$ cat config.mk
export PLATFORM = sky130hd
export DESIGN_NAME = fsk_tone_correlator_top
export DESIGN_NICKNAME = d
export VERILOG_FILES = /design/src/rtl/fsktc_pkg.sv /design/src/rtl/fsktc_cell.sv /design/src/rtl/fsktc_sum.sv /design/src/rtl/fsktc_decide.sv /design/src/rtl/fsk_tone_correlator_top.sv
export SDC_FILE = /design/constraint.sdc
export NUM_CORES = 2
export LEC_CHECK = 0
export BUFFER_PORTS_ARGS = -buffer_cell sky130_fd_sc_hd__buf_2
export CORE_AREA = 2 2 320 448
export DETAILED_ROUTE_END_ITERATION = 7
export DIE_AREA = 0 0 322 450
export PLACE_DENSITY = 0.51
export SETUP_SLACK_MARGIN = 0.4
export SLEW_MARGIN = 25
export SYNTH_ARGS = -nofsm -noshare
export SYNTH_HDL_FRONTEND = slang
export SYNTH_SLANG_ARGS = --single-unit
$ cat constraint.sdc
create_clock -name clk -period 9.8 [get_ports clk]
set_clock_uncertainty 0.1 [all_clocks]
set_input_delay 0.49 -clock clk [delete_from_list [all_inputs] [get_ports clk]]
set_output_delay 0.49 -clock clk [all_outputs]
set_load 0.01 [all_outputs]
$ cat src/rtl/fsktc_pkg.sv
package fsktc_pkg;

    localparam int unsigned TAP_COUNT = 8;
    localparam int unsigned ADDR_W    = 3;

    localparam logic REG_DETECT_THRESHOLD = 1'b0;

    localparam logic [7:0] SAMPLE_BIAS       = 8'd127;
    localparam logic [7:0] DEFAULT_THRESHOLD = 8'd10;

    typedef logic [$clog2(TAP_COUNT)-1:0] tap_idx_t;

    typedef struct packed {
        logic [7:0] c4;
        logic [7:0] c3;
        logic [7:0] c2;
        logic [7:0] c1;
    } coef_t;

    typedef struct packed {
        logic [15:0] s4;
        logic [15:0] s3;
        logic [15:0] s2;
        logic [15:0] s1;
    } quad_t;

    function automatic coef_t tap_coef(input tap_idx_t idx);
        coef_t c;
        case (idx)
            3'd0: c = '{c1: 8'h40, c2: 8'h00, c3: 8'h40, c4: 8'h00};
            3'd1: c = '{c1: 8'h2D, c2: 8'h2D, c3: 8'h08, c4: 8'h3F};
            3'd2: c = '{c1: 8'h00, c2: 8'h40, c3: 8'hC2, c4: 8'h11};
            3'd3: c = '{c1: 8'hD3, c2: 8'h2D, c3: 8'hE8, c4: 8'hC5};
            3'd4: c = '{c1: 8'hC0, c2: 8'h00, c3: 8'h37, c4: 8'hE0};
            3'd5: c = '{c1: 8'hD3, c2: 8'hD3, c3: 8'h27, c4: 8'h33};
            3'd6: c = '{c1: 8'h00, c2: 8'hC0, c3: 8'hD3, c4: 8'h2D};
            3'd7: c = '{c1: 8'h2D, c2: 8'hD3, c3: 8'hCD, c4: 8'hD9};
            default: c = '0;
        endcase
        return c;
    endfunction

    // Arithmetic shift right by 8 of a 16-bit sum, then magnitude (0 to 128).
    function automatic logic [7:0] fold_mag(input logic [15:0] s);
        logic [7:0] hi;
        hi = s[15:8];
        return hi[7] ? 8'(~hi + 8'd1) : hi;
    endfunction

endpackage

$ cat src/rtl/fsktc_cell.sv
module fsktc_cell (
    input  logic                clk,
    input  logic                rst_n,
    input  logic                shift,
    input  logic [7:0]          sample_in,
    input  fsktc_pkg::coef_t    coef,
    output logic [7:0]          sample_out,
    output fsktc_pkg::quad_t    prod
);

    logic [7:0]  sample_reg;
    logic [7:0]  sample_next;
    logic [15:0] x_ext;

    function automatic logic [15:0] mul_tap(input logic [15:0] x, input logic [7:0] c);
        logic [15:0] c_ext;
        c_ext = {{8{c[7]}}, c};
        return 16'(x * c_ext);
    endfunction

    assign sample_next = shift ? sample_in : sample_reg;

    always_ff @(posedge clk or negedge rst_n)
    begin
        if (!rst_n)
        begin
            sample_reg <= '0;
        end
        else
        begin
            sample_reg <= sample_next;
        end
    end

    assign x_ext      = {{8{sample_reg[7]}}, sample_reg};
    assign sample_out = sample_reg;
    assign prod.s1    = mul_tap(x_ext, coef.c1);
    assign prod.s2    = mul_tap(x_ext, coef.c2);
    assign prod.s3    = mul_tap(x_ext, coef.c3);
    assign prod.s4    = mul_tap(x_ext, coef.c4);

endmodule

$ cat src/rtl/fsktc_sum.sv
module fsktc_sum (
    input  logic                clk,
    input  logic                load,
    input  fsktc_pkg::quad_t    prod [fsktc_pkg::TAP_COUNT],
    output fsktc_pkg::quad_t    sums
);

    fsktc_pkg::quad_t sums_reg;
    fsktc_pkg::quad_t sums_next;

    always_comb
    begin
        sums_next = sums_reg;
        if (load)
        begin
            sums_next = '0;
            for (int k = 0; k < fsktc_pkg::TAP_COUNT; k++)
            begin
                sums_next.s1 = 16'(sums_next.s1 + prod[k].s1);
                sums_next.s2 = 16'(sums_next.s2 + prod[k].s2);
                sums_next.s3 = 16'(sums_next.s3 + prod[k].s3);
                sums_next.s4 = 16'(sums_next.s4 + prod[k].s4);
            end
        end
    end

    always_ff @(posedge clk)
    begin
        sums_reg <= sums_next;
    end

    assign sums = sums_reg;

endmodule

$ cat src/rtl/fsktc_decide.sv
module fsktc_decide (
    input  logic                clk,
    input  logic                rst_n,
    input  logic                load,
    input  fsktc_pkg::quad_t    sums,
    input  logic [7:0]          threshold,
    output logic                tone_bit,
    output logic signed [9:0]   tone_metric
);

    logic               bit_reg;
    logic               bit_next;
    logic signed [9:0]  metric_reg;
    logic signed [9:0]  metric_next;
    logic [7:0]         mag1;
    logic [7:0]         mag2;
    logic [7:0]         mag3;
    logic [7:0]         mag4;
    logic signed [9:0]  metric;
    logic signed [9:0]  thr_pos;
    logic signed [9:0]  thr_neg;

    always_comb
    begin
        mag1   = fsktc_pkg::fold_mag(sums.s1);
        mag2   = fsktc_pkg::fold_mag(sums.s2);
        mag3   = fsktc_pkg::fold_mag(sums.s3);
        mag4   = fsktc_pkg::fold_mag(sums.s4);
        metric = 10'({2'b00, mag3} + {2'b00, mag4} - {2'b00, mag1} - {2'b00, mag2});
        thr_pos = {2'b00, threshold};
        thr_neg = 10'(-thr_pos);

        bit_next    = bit_reg;
        metric_next = metric_reg;
        if (load)
        begin
            metric_next = metric;
            if (metric > thr_pos)
            begin
                bit_next = 1'b1;
            end
            else if (metric < thr_neg)
            begin
                bit_next = 1'b0;
            end
        end
    end

    always_ff @(posedge clk or negedge rst_n)
    begin
        if (!rst_n)
        begin
            bit_reg <= 1'b0;
        end
        else
        begin
            bit_reg <= bit_next;
        end
    end

    always_ff @(posedge clk)
    begin
        metric_reg <= metric_next;
    end

    assign tone_bit    = bit_reg;
    assign tone_metric = metric_reg;

endmodule

$ cat src/rtl/fsk_tone_correlator_top.sv
// Channel      Handshake                      Payload
// config       psel penable pwrite pready     paddr pwdata prdata
// input        in_valid / in_ready            adc_sample
// output       out_valid / out_ready          tone_bit tone_metric
//
// One item is taken per cycle while the output is not stalled.
// The sample chain shifts on acceptance and the correlation sums are registered
// before the fold and hysteresis stage, which writes the output register.
// Reset clears the sample chain, the held bit and the stage valids, and sets
// the threshold to ten. A stalled output holds the pipeline back stage by stage.
module fsk_tone_correlator_top (
    input  logic                         clk,
    input  logic                         rst_n,
    input  logic                         psel,
    input  logic                         penable,
    input  logic                         pwrite,
    input  logic [fsktc_pkg::ADDR_W-1:0] paddr,
    input  logic [31:0]                  pwdata,
    output logic [31:0]                  prdata,
    output logic                         pready,
    input  logic                         in_valid,
    output logic                         in_ready,
    input  logic [7:0]                   adc_sample,
    output logic                         out_valid,
    input  logic                         out_ready,
    output logic                         tone_bit,
    output logic signed [9:0]            tone_metric
);

    logic [7:0]       thr_reg;
    logic [7:0]       thr_next;
    logic             win_valid_reg;
    logic             win_valid_next;
    logic             sum_valid_reg;
    logic             sum_valid_next;
    logic             out_valid_reg;
    logic             out_valid_next;
    logic             accept;
    logic             sum_load;
    logic             out_load;
    logic             thr_sel;
    logic [7:0]       new_sample;
    logic [7:0]       chain_in  [fsktc_pkg::TAP_COUNT];
    logic [7:0]       chain_out [fsktc_pkg::TAP_COUNT];
    fsktc_pkg::quad_t prod      [fsktc_pkg::TAP_COUNT];
    fsktc_pkg::quad_t sums;

    assign pready  = 1'b1;
    assign thr_sel = (paddr[fsktc_pkg::ADDR_W-1] == fsktc_pkg::REG_DETECT_THRESHOLD);
    assign prdata  = thr_sel ? {24'd0, thr_reg} : 32'd0;
    assign thr_next = (psel && penable && pwrite && thr_sel) ? pwdata[7:0] : thr_reg;

    assign out_load = sum_valid_reg && (!out_valid_reg || out_ready);
    assign sum_load = win_valid_reg && (!sum_valid_reg || out_load);
    assign in_ready = !win_valid_reg || sum_load;
    assign accept   = in_valid && in_ready;

    assign win_valid_next = accept   ? 1'b1 : (sum_load ? 1'b0 : win_valid_reg);
    assign sum_valid_next = sum_load ? 1'b1 : (out_load ? 1'b0 : sum_valid_reg);
    assign out_valid_next = out_load ? 1'b1 : (out_ready ? 1'b0 : out_valid_reg);

    always_ff @(posedge clk or negedge rst_n)
    begin
        if (!rst_n)
        begin
            thr_reg       <= fsktc_pkg::DEFAULT_THRESHOLD;
            win_valid_reg <= 1'b0;
            sum_valid_reg <= 1'b0;
            out_valid_reg <= 1'b0;
        end
        else
        begin
            thr_reg       <= thr_next;
            win_valid_reg <= win_valid_next;
            sum_valid_reg <= sum_valid_next;
            out_valid_reg <= out_valid_next;
        end
    end

    assign new_sample = adc_sample - fsktc_pkg::SAMPLE_BIAS;

    for (genvar k = 0; k < fsktc_pkg::TAP_COUNT; k++)
    begin : g_cell
        if (k == fsktc_pkg::TAP_COUNT - 1)
        begin : g_head
            assign chain_in[k] = new_sample;
        end
        else
        begin : g_link
            assign chain_in[k] = chain_out[k+1];
        end

        fsktc_cell u_cell (
            .clk        (clk),
            .rst_n      (rst_n),
            .shift      (accept),
            .sample_in  (chain_in[k]),
            .coef       (fsktc_pkg::tap_coef(fsktc_pkg::tap_idx_t'(k))),
            .sample_out (chain_out[k]),
            .prod       (prod[k])
        );
    end

    fsktc_sum u_sum (
        .clk  (clk),
        .load (sum_load),
        .prod (prod),
        .sums (sums)
    );

    fsktc_decide u_decide (
        .clk         (clk),
        .rst_n       (rst_n),
        .load        (out_load),
        .sums        (sums),
        .threshold   (thr_reg),
        .tone_bit    (tone_bit),
        .tone_metric (tone_metric)
    );

    assign out_valid = out_valid_reg;

endmodule

* Word-level counts from Yosys, hierarchy flattened *
Cells that the tools add are included.
Widths: inputs -> output; s select.

word-level totals
  register bits after elaboration = 150
  output and inout bits = 46

cells by class
  add/sub/neg operators = 32
  multipliers = 21
  order comparisons = 2
  multiplexer cells = 13
  bitwise gates (word level) = 5
  reduce and logical (&&, ||, !) cells = 17

operators by type and width
  operator                number
  $add 16x16->16          19
  $mul 8x7->15 const B    15
  $mux 8                  5
  $add 15x14->16          2
  $add 8x1->8 const B     4
  $mul 16x10->10 const B  2
  $not 8->8               4
  $sub 10x8->10           2
  $add 14x15->16          1
  $mul 16x11->11 const B  1
  $mul 16x13->13 const B  1
  $mul 16x15->15 const B  1
  $add 14x11->15          1
  $mul 8x6->14 const B    1
  $gt 10x9->1             1
  $lt 10x10->1            1
  $neg 8->10              1
  $add 8x8->9             1
  $mux 1                  8
  $reduce_bool 2->1       4
  $sub 8x7->8 const B     1
  $logic_and 1x1->1       6
  $logic_not 1->1         3
  $logic_or 1x1->1        3
  2 further kinds         2

* Longest topological paths before layout *
  depth after elaboration = 9
  depth in mapped cells = 31
  depth with buffers taken out = 31

* By module *
From an unflattened synthesis, not the netlist that was laid out.

unflattened totals
  cells, all modules = 11230
  area total of the unflattened synthesis = 101010.6 um^2

modules (own cells, without submodules)
  module                             times used  cells an instance  area an instance (um^2)  seq. area each (um^2)
  fsktc_cell (g_cell[3].u_cell ...)  4           1172               10417.5                  200.2
  fsktc_sum                          1           1440               14202.4                  1921.8
  fsktc_cell (g_cell[0].u_cell)      1           1210               10695.3                  200.2
  fsktc_cell (g_cell[2].u_cell)      1           1185               10515.1                  200.2
  fsktc_cell (g_cell[1].u_cell)      1           1186               10456.3                  200.2
  fsktc_cell (g_cell[7].u_cell)      1           1176               10450.0                  200.2
  fsktc_decide                       1           267                2212.1                   325.3
  fsk_tone_correlator_top            1           78                 809.5                    277.8

* Least setup slack after synthesis *
No wires, ideal clock.

  path kind = flip-flop to flip-flop
  start = reg g_cell[1].u_cell.sample_reg[5]
  end = reg u_sum.sums_reg, in the netlist u_sum.sums[63] (data pin)
  setup time = 268 ps
  data arrival time = 7804 ps
  data required time = 9432 ps
  path slack = 1629 ps
  stages on the path, launching flop included = 30
  clock period less this slack = 8171 ps
  path through = dfrtp_1 > inv_1 > fa_1 > fa_1 > inv_1 > fa_1 > inv_1 > fa_1 > inv_1 > ha_1 > a21boi_1 > o21ai_1 > a21oi_1 > o21ai_1 > nor2b_1 > xnor2_1 > fa_1 > fa_1 > fa_1 > inv_1 > fa_1 > inv_1 > ha_1 > or2_1 > a21oi_1 > a31oi_1 > a21o_1 > a21o_1 > a21oi_1 > xnor3_1

on the way
  longest elaborated chain between the ends = 7

RTL lines
  element                      RTL line          RTL
  start: declaration           fsktc_cell.sv:11  logic [7:0] sample_reg;
  start signal: assignment     fsktc_cell.sv:31  sample_reg <= sample_next;
  $mul 8x7->15                 fsktc_cell.sv:18  return 16'(x * c_ext);
  $add 15x14->16               fsktc_sum.sv:22   sums_next.s4 = 16'(sums_next.s4 + prod[k].s4);
  $add 16x16->16 (5 in a row)  fsktc_sum.sv:22
  end signal: assignment       fsktc_sum.sv:29   sums_reg <= sums_next;
  end: declaration             fsktc_sum.sv:8    fsktc_pkg::quad_t sums_reg;

Every way passes these cells.
A chain may end at the register's enable or synchronous reset.

* Worst setup path after layout *
  start = reg g_cell[3].u_cell.sample_reg[0]
  end = reg u_sum.sums_reg, in the netlist u_sum.sums[47] (data pin)

on the way
  longest elaborated chain between the ends = 6

RTL lines
  element                      RTL line          RTL
  start: declaration           fsktc_cell.sv:11
  start signal: assignment     fsktc_cell.sv:31
  $mul 16x13->13               fsktc_cell.sv:18
  $add 16x16->16 (5 in a row)  fsktc_sum.sv:21   sums_next.s3 = 16'(sums_next.s3 + prod[k].s3);

Every way passes these cells.

==> results_dict.tcl <==
set metrics [dict create \
    yosysTopAreaCell "fa_1" \
    layout_setup_ws_ns 0.9795 \
    antenna_found_initial 0 \
    met1_usage_pct 15.52 \
    synth_warnings 0 \
    timing.rr.start "g_cell[3].u_cell.sample_out[0]" \
    async_flop_share_pct 64.41 \
    top_usage_layer "met2" \
    grtUsageTotal_pct 14.29 \
    syn_area_per_cell_um2 9.381 \
    fin_area_mm2 0.03811 \
    core_mm2 0.1407 \
    finalNetCount 5024 \
    dr.pass1.iters 7 \
    synth_top_family_by_area "adder cells" \
    grt_pass1_vias 25620 \
    pre_cts_slack_ns 0.9690 \
    clockBufferDepth 2 \
    grt_pass1_wl_mm 153.6 \
    numPortBuffers 44 \
    yosysSeqAreaShare_pct 9.049 \
    synthAdderAreaFrac_pct 53.30 \
    synthXorXnorAreaFrac_pct 10.11 \
    grt_max_degree 75 \
    vias 23990 \
    slowest_stage "dfrtp_1" \
    synth_edf_count 42 \
    synth_top_cell_area_share_pct 30.16 \
    htreeDepth 4 \
    syn_inst 3729 \
    yosys.area_share.simple_pct 6.713 \
    muxShareOfSynthArea_pct 1.123 \
    hold_path.class "input pin to flop" \
    synthTopCellsByArea "fa_1 30%, ha_1 23%, inv_1 10%" \
    clk-insertion-delay-late_ns 0.51 \
    path_clk_slew_ns 0.07 \
    rows 163 \
    r2r_cells 29 \
    dp_hpwl_mm 89.00 \
    crit_required_ns 9.95 \
    die_y_um 450 \
    crit_path_start_kind "flop" \
    crit_path_frequent_cell "xnor2_1" \
    synth_seq_cells 118 \
    post-route-period-util_pct 90.01 \
    area_growth_pct 8.938 \
    largest_register_ffs 64 \
    synth_cell_type_count 72 \
    reg2reg_setup_slack_ns 0.98 \
    synthFlopType "dfrtp_1" \
    drv_slew 0 \
    timing.final.crit_period_ns 8.821 \
    drive_gt1_share_pct 3.934 \
    start_util_pct 24.86 \
    post_cts_buffers 0 \
    rsz0062_at_grt "no" \
    hold_start "pwdata[7]" \
    io-pin-count 96 \
    finalHoldViolations 0 \
    maxCapViolCount 0 \
    tritoncts "built" \
    max_freq_mhz 113.4 \
    status "completed" \
    synth_most_common_cell "inv_1" \
    cp_max_fo 11 \
    fp.dieW_um 322 \
    syn_area_mm2 0.03498 \
    postRouteAntennaNets 0 \
    drt_iter0_markers 938 \
    worstHoldEndpoint "thr_reg[7]" \
    gp_congestion 0.9659 \
    vias_per_cell 4.261 \
    worstMarginPinSlew_ns 0.9598 \
    r2r-end "u_sum.sums[47]" \
    met3_usage_pct 1.195 \
    placed_area_mm2 0.03754 \
    worstPathArrival_ns 8.97 \
    cts_buffers 17 \
    cts.sinks 118 \
    post_drt_wl_per_cell_um 17.79 \
    crit_path_end_kind "flop" \
    max_slew_margin_pct 35.55 \
    setup_viol 0 \
    fill_cells 15020 \
    cpPeakStageDelay_ns 0.91 \
    grt-ovfl-total 0 \
    synth-compound-area-share_pct 8.570 \
    wirelength_mm 100.2 \
    tns_ns 0 \
    path_class "flop to flop" \
    met2_usage_pct 27.23 \
    ys_top_cells_by_count "951 x inv_1, 647 x ha_1, 527 x fa_1" \
    die_area_mm2 0.1449 \
    whs_path_depth 2 \
    drc_errors 0 \
    cts_root_buffer "clkbuf_16" \
]
[layer usage]
metal / up-vias / wire length, um
met5: - / 0
met4: 0 / 5752
met3: 123 / 1780
met2: 305 / 53840
met1: 11770 / 38790
li1: 11790 / -
[how the worst max path moves through the flow]
| stage | startpoint | to | slack (ns) | depth (start not counted) |
|---|---|---|---|---|
| after floorplan | g_cell[1].u_cell.sample_out[5] | u_sum.sums[63] | 1.63 | 29 |
| after global placement | g_cell[3].u_cell.sample_out[0] | u_sum.sums[47] | 1.0 | 29 |
| after detailed placement | g_cell[3].u_cell.sample_out[0] | u_sum.sums[47] | 0.97 | 29 |
| after CTS | g_cell[3].u_cell.sample_out[0] | u_sum.sums[47] | 0.95 | 29 |
| after global routing | g_cell[3].u_cell.sample_out[0] | u_sum.sums[47] | 0.46 | 29 |
| final | g_cell[3].u_cell.sample_out[0] | u_sum.sums[47] | 0.98 | 29 |
[logic make-up after synthesis]
logic type | Yosys count
buffers and inverters | 1008
AND/OR/NAND/NOR | 506
adder cells (fa/ha/maj) | 1174
AO/OA/AOI/OAI | 492
XOR/XNOR | 393
multiplexers | 36
flip-flops | 118
other | 2
[cell usage in the layout, fill, tap and decap left out, types with 25 or more instances in the layout]
| cell type | netlist | routed |
|---|---|---|
| inv_1 | 951 | 951 |
| o21ai_0 | 93 | 93 |
| nor2_1 | 157 | 157 |
| edfxtp_1 | 42 | 42 |
| fa_1 | 527 | 527 |
| xnor2_1 | 274 | 274 |
| a21boi_1 | 29 | 29 |
| conb_1 | 2 | 25 |
| o21bai_1 | 25 | 25 |
| buf_2 | 1 | 43 |
| a21o_1 | 44 | 44 |
| nand2_1 | 153 | 152 |
| a21oi_1 | 130 | 130 |
| o21ai_1 | 80 | 80 |
| dfrtp_1 | 74 | 73 |
| xor2_1 | 111 | 111 |
| nand3_1 | 25 | 25 |
| nor3_1 | 40 | 40 |
| nand2b_1 | 35 | 35 |
| nor2b_1 | 36 | 36 |
| buf_4 | 27 | 36 |
| ha_1 | 647 | 647 |
[layout make-up]
class	count	area (um2)	area share [%]
diodes	1	2.502	0.006566
clock buffers	19	432.9	1.136
clock inverters	13	123.9	0.3250
inverters	957	3592	9.426
multi-input cells	2626	28020	73.54
flip-flops and latches	118	3167	8.310
well taps	1815	2271	5.959
repair buffers	80	495.5	1.300
[critical path: cells and delay by family, from the launching register on]
family | cells | cell delay [ns]
AO/OA/AOI/OAI | 4 | 0.69
flip-flops | 1 | 0.91
buffers and inverters | 4 | 0.47
XOR/XNOR | 10 | 1.89
adder cells (fa/ha/maj) | 11 | 4.48
[what timing repair did]
| item | CTS | global route |
|---|---|---|
| hold endpoints to repair | 31 | 0 |
| resized for setup | 0 | 0 |
| hold buffers | 1 | 0 |
[metrics by stage]
stage	utilization, %	std cells	hold WS, ns
finish	27.08	5629	0.1223
global route	27.08	5628	0.09977
CTS	27.08	5628	0.08367
detailed placement	26.68	5595	0.3723
global placement	26.68	5595	0.3757
floorplan	-	3752	0.09441
Power is left out: the tool's default activity adds up to more than one toggle a clock period on the data nets, which glitch-free logic cannot reach.
